### config.mk
export PLATFORM = sky130hd
export DESIGN_NAME = arp_ram
export DESIGN_NICKNAME = d
export VERILOG_FILES = /design/src/rtl/arp_ram.sv
export SDC_FILE = /design/constraint.sdc
export NUM_CORES = 1
export LEC_CHECK = 0
export BUFFER_PORTS_ARGS = -buffer_cell sky130_fd_sc_hd__clkbuf_2
export CAP_MARGIN = 25
export CORE_MARGIN = 1
export CORE_UTILIZATION = 55
export DETAILED_ROUTE_END_ITERATION = 12
export HOLD_SLACK_MARGIN = 0.15
export PLACE_DENSITY = 0.69
export REMOVE_ABC_BUFFERS = 1
export SETUP_SLACK_MARGIN = 0.4
export SYNTH_ARGS = -nofsm -noshare
export SYNTH_HDL_FRONTEND = slang
export SYNTH_SLANG_ARGS = --single-unit
### constraint.sdc
create_clock -name clk -period 2.55 [get_ports clk]
set_input_delay 0.255 -clock clk [delete_from_list [all_inputs] [get_ports clk]]
set_output_delay 0.255 -clock clk [all_outputs]
set_load 0.02 [all_outputs]
### src/rtl/arp_ram.sv
// Generic single-port-write, one-read RAM with registered read.
// No dependencies.
`default_nettype none
module arp_ram #(
	parameter int WIDTH = 8,
	parameter int DEPTH = 16
) (
	input  wire logic                     clk,
	input  wire logic                     we,
	input  wire logic [$clog2(DEPTH)-1:0] waddr,
	input  wire logic [WIDTH-1:0]         wdata,
	input  wire logic [$clog2(DEPTH)-1:0] raddr,
	output logic [WIDTH-1:0]              rdata
);
	logic [WIDTH-1:0] mem [DEPTH];
	always_ff @(posedge clk) begin
		if (we) mem[waddr] <= wdata;
		rdata <= mem[raddr];
	end
endmodule
`default_nettype wire

==> metrics <==
status=finished clean; EDFF count, synth=128; Starting Density=57.89%; number of cells on the critical path=3; P_leak=2.046 nW; Clock Path Buffers=2; total global routing track utilization=21.92%; Util after Layout=67.53%; R2R depth=3; Ys Warns=0; CTS resizes=0; Final Hold Viols=0; Crit path max-delay family=multiplexers; Worst Max-Slew Pin Slew=0.8404 ns; DR vias=2,434; TritonRoute pass-1 iters=5; I/O pin total=26; clk_lat worst skew=0.52 ns; GPL Wtd Cong=0.6727; H-tree depth=4; GRT overflow=0; post-synthesis sequential area ratio=77.78%; CTS buffer count=17; largest net degree at the start of global routing=33; Die ar.=9750 um^2; initial detailed-routing violation count=142; placed cells=369; Final Cycle Share=53.32%; worst path arrival time=1.76 ns; clock root buffer=clkbuf_8; final net count=298; Required @ worst endpoint=2.95 ns; vias in the first global route=2,497; Area growth syn-to-layout=16.65%; max-slew violations=0; WL/cell=23.43 um; delay of the slowest critical-path stage=0.51 ns; Vias/cell=6.070; Post-DP HPWL=5.898 mm; worst min path class=in -> reg; post-route non-filler standard cell count=401; TritonCTS clock tree=yes; max_slew headroom=43.77%; most frequent cells in the layout=128 x edfxtp_1, 25 x clkbuf_2, 18 x mux4_2; # port buffers=25; Fill cells=551; CP cell instances=mux4_1 > a22oi_1 > nand2_1; Final ANT Viol Nets=0; Fmax achieved=735.5 MHz; initial antenna violation count=0; Remaining DRCs=0; Worst setup SP type=flip-flop; asr flop ratio synth=0%; Slowest-stage cell, CP=mux4_1; core area=8891 um^2; Die W=98.74 um; die height=98.74 um; first-pass GRT wire length=14.61 mm; CP Class=reg -> reg; ant diodes=0; Synth Flop Type=edfxtp_1; setup tns final=0 ns; maximum VDD drop=0.4556 mV; Synth Register Bits=136; skew final=0.005757 ns; Synth Cell Area=5147 um^2; Min-Delay Path Depth=4; largest fanout on the critical path=1; commonest non-fill, non-tap cell in the layout=edfxtp_1; ratio of cells with drive above 1 in the final layout=30.72%; Rows=34; RSZ-0062 raised after global routing=false; pwr dens=822.7 nW/um^2; Worst Setup End Kind=flip-flop; Buf+Inv Stages, Crit Path=0; hold_buf cts=0; Setup-failing EPs final=0; Setup Fix Bufs, Post-CTS=0; max-capacitance violation count=0; clock slew at reported path FFs=0.06 ns; Sinks on Clock Net=136; final WL=9.394 mm; Post-Syn Instances=229; syn avg cell area=22.48 um^2; post-synthesis cell type count=19; Period minus WS final=1.360 ns
## synth_stat cells (2+ instances only)
| cell | n | area (um^2) |
|---|---|---|
| a22oi_1 | 16 | 120.1 |
| buf_2 | 3 | 15.01 |
| buf_6 | 3 | 33.78 |
| clkdlybuf4s25_2 | 3 | 30.03 |
| dfxtp_1 | 8 | 160.2 |
| edfxtp_1 | 128 | 3844 |
| mux4_1 | 14 | 367.9 |
| mux4_2 | 18 | 405.4 |
| nand2_1 | 9 | 33.78 |
| nand2b_1 | 2 | 12.51 |
| nand3b_1 | 2 | 15.01 |
| nor2_1 | 13 | 48.80 |
| nor3_1 | 4 | 20.02 |
## worst reg2reg max path, stage by stage (launching register included)
cell and delay [ns]:
edfxtp_1 0.37, mux4_1 0.51, a22oi_1 0.27, nand2_1 0.08
## cells by family after synthesis
| logic type | count (synthesis) | synth area share, % |
|---|---|---|
| AND/OR/NAND/NOR | 35 | 3.184 |
| multiplexers | 32 | 15.02 |
| flip-flops | 136 | 77.78 |
| buffers and inverters | 10 | 1.677 |
| AO/OA/AOI/OAI | 16 | 2.334 |
## flip-flops by register name (all words and copies together) (netlist names)
| register | cells |
|---|---|
| mem | 128 |
| rdata | 8 |
## worst paths after layout
path	from	to	slack [ns]
min reg2reg	mem[13][6]$_DFFE_PP_	rdata[6]$_DFF_P_	0.68
min	raddr[1]	rdata[5]$_DFF_P_	0.18
max reg2reg	mem[8][2]$_DFFE_PP_	rdata[2]$_DFF_P_	1.19
max	mem[8][2]$_DFFE_PP_	rdata[2]$_DFF_P_	1.19
## cell type report
class	count	area (um^2)	share of cell area, %
Clock buffer	17	414.1	6.897
Clock inverter	15	128.9	2.146
Multi-Input combinational cell	83	1057	17.61
Sequential cell	136	4004	66.68
Tap cell	108	135.1	2.250
Timing Repair Buffer	42	265.3	4.418
## stage by stage
step	hold WS, ns	power, mW	instance area [um^2]	worst slack [ns]
after CTS	0.1507	4.974	6005	1.157
after global placement	0.6591	2.800	5461	0.8081
after floorplan	0.3539	2.675	5061	0.8021
final	0.1763	4.940	6005	1.190
after detailed placement	0.6702	2.807	5461	0.8134
after global routing	0.1810	5.078	6005	1.120
## report_power, final
| group | leakage, nW | internal [mW] | switching [mW] |
|---|---|---|---|
| combinational | 0.569 | 0.0973 | 0.143 |
| clock | 0.254 | 1.29 | 0.893 |
| sequential | 1.22 | 2.50 | 0.0170 |
| total | 2.05 | 3.89 | 1.05 |
## layer usage
| layer | track usage (%) | up-vias | share of wire [%] |
|---|---|---|---|
| li1 | - | 1077 | - |
| met1 | 30.43 | 1254 | 43 |
| met2 | 34.21 | 92 | 50 |
| met3 | 4.823 | 11 | 6.1 |
| met4 | 9.300 | 0 | 1.2 |
| met5 | 0 | - | 0 |
(Power assumes the default switching activity.)
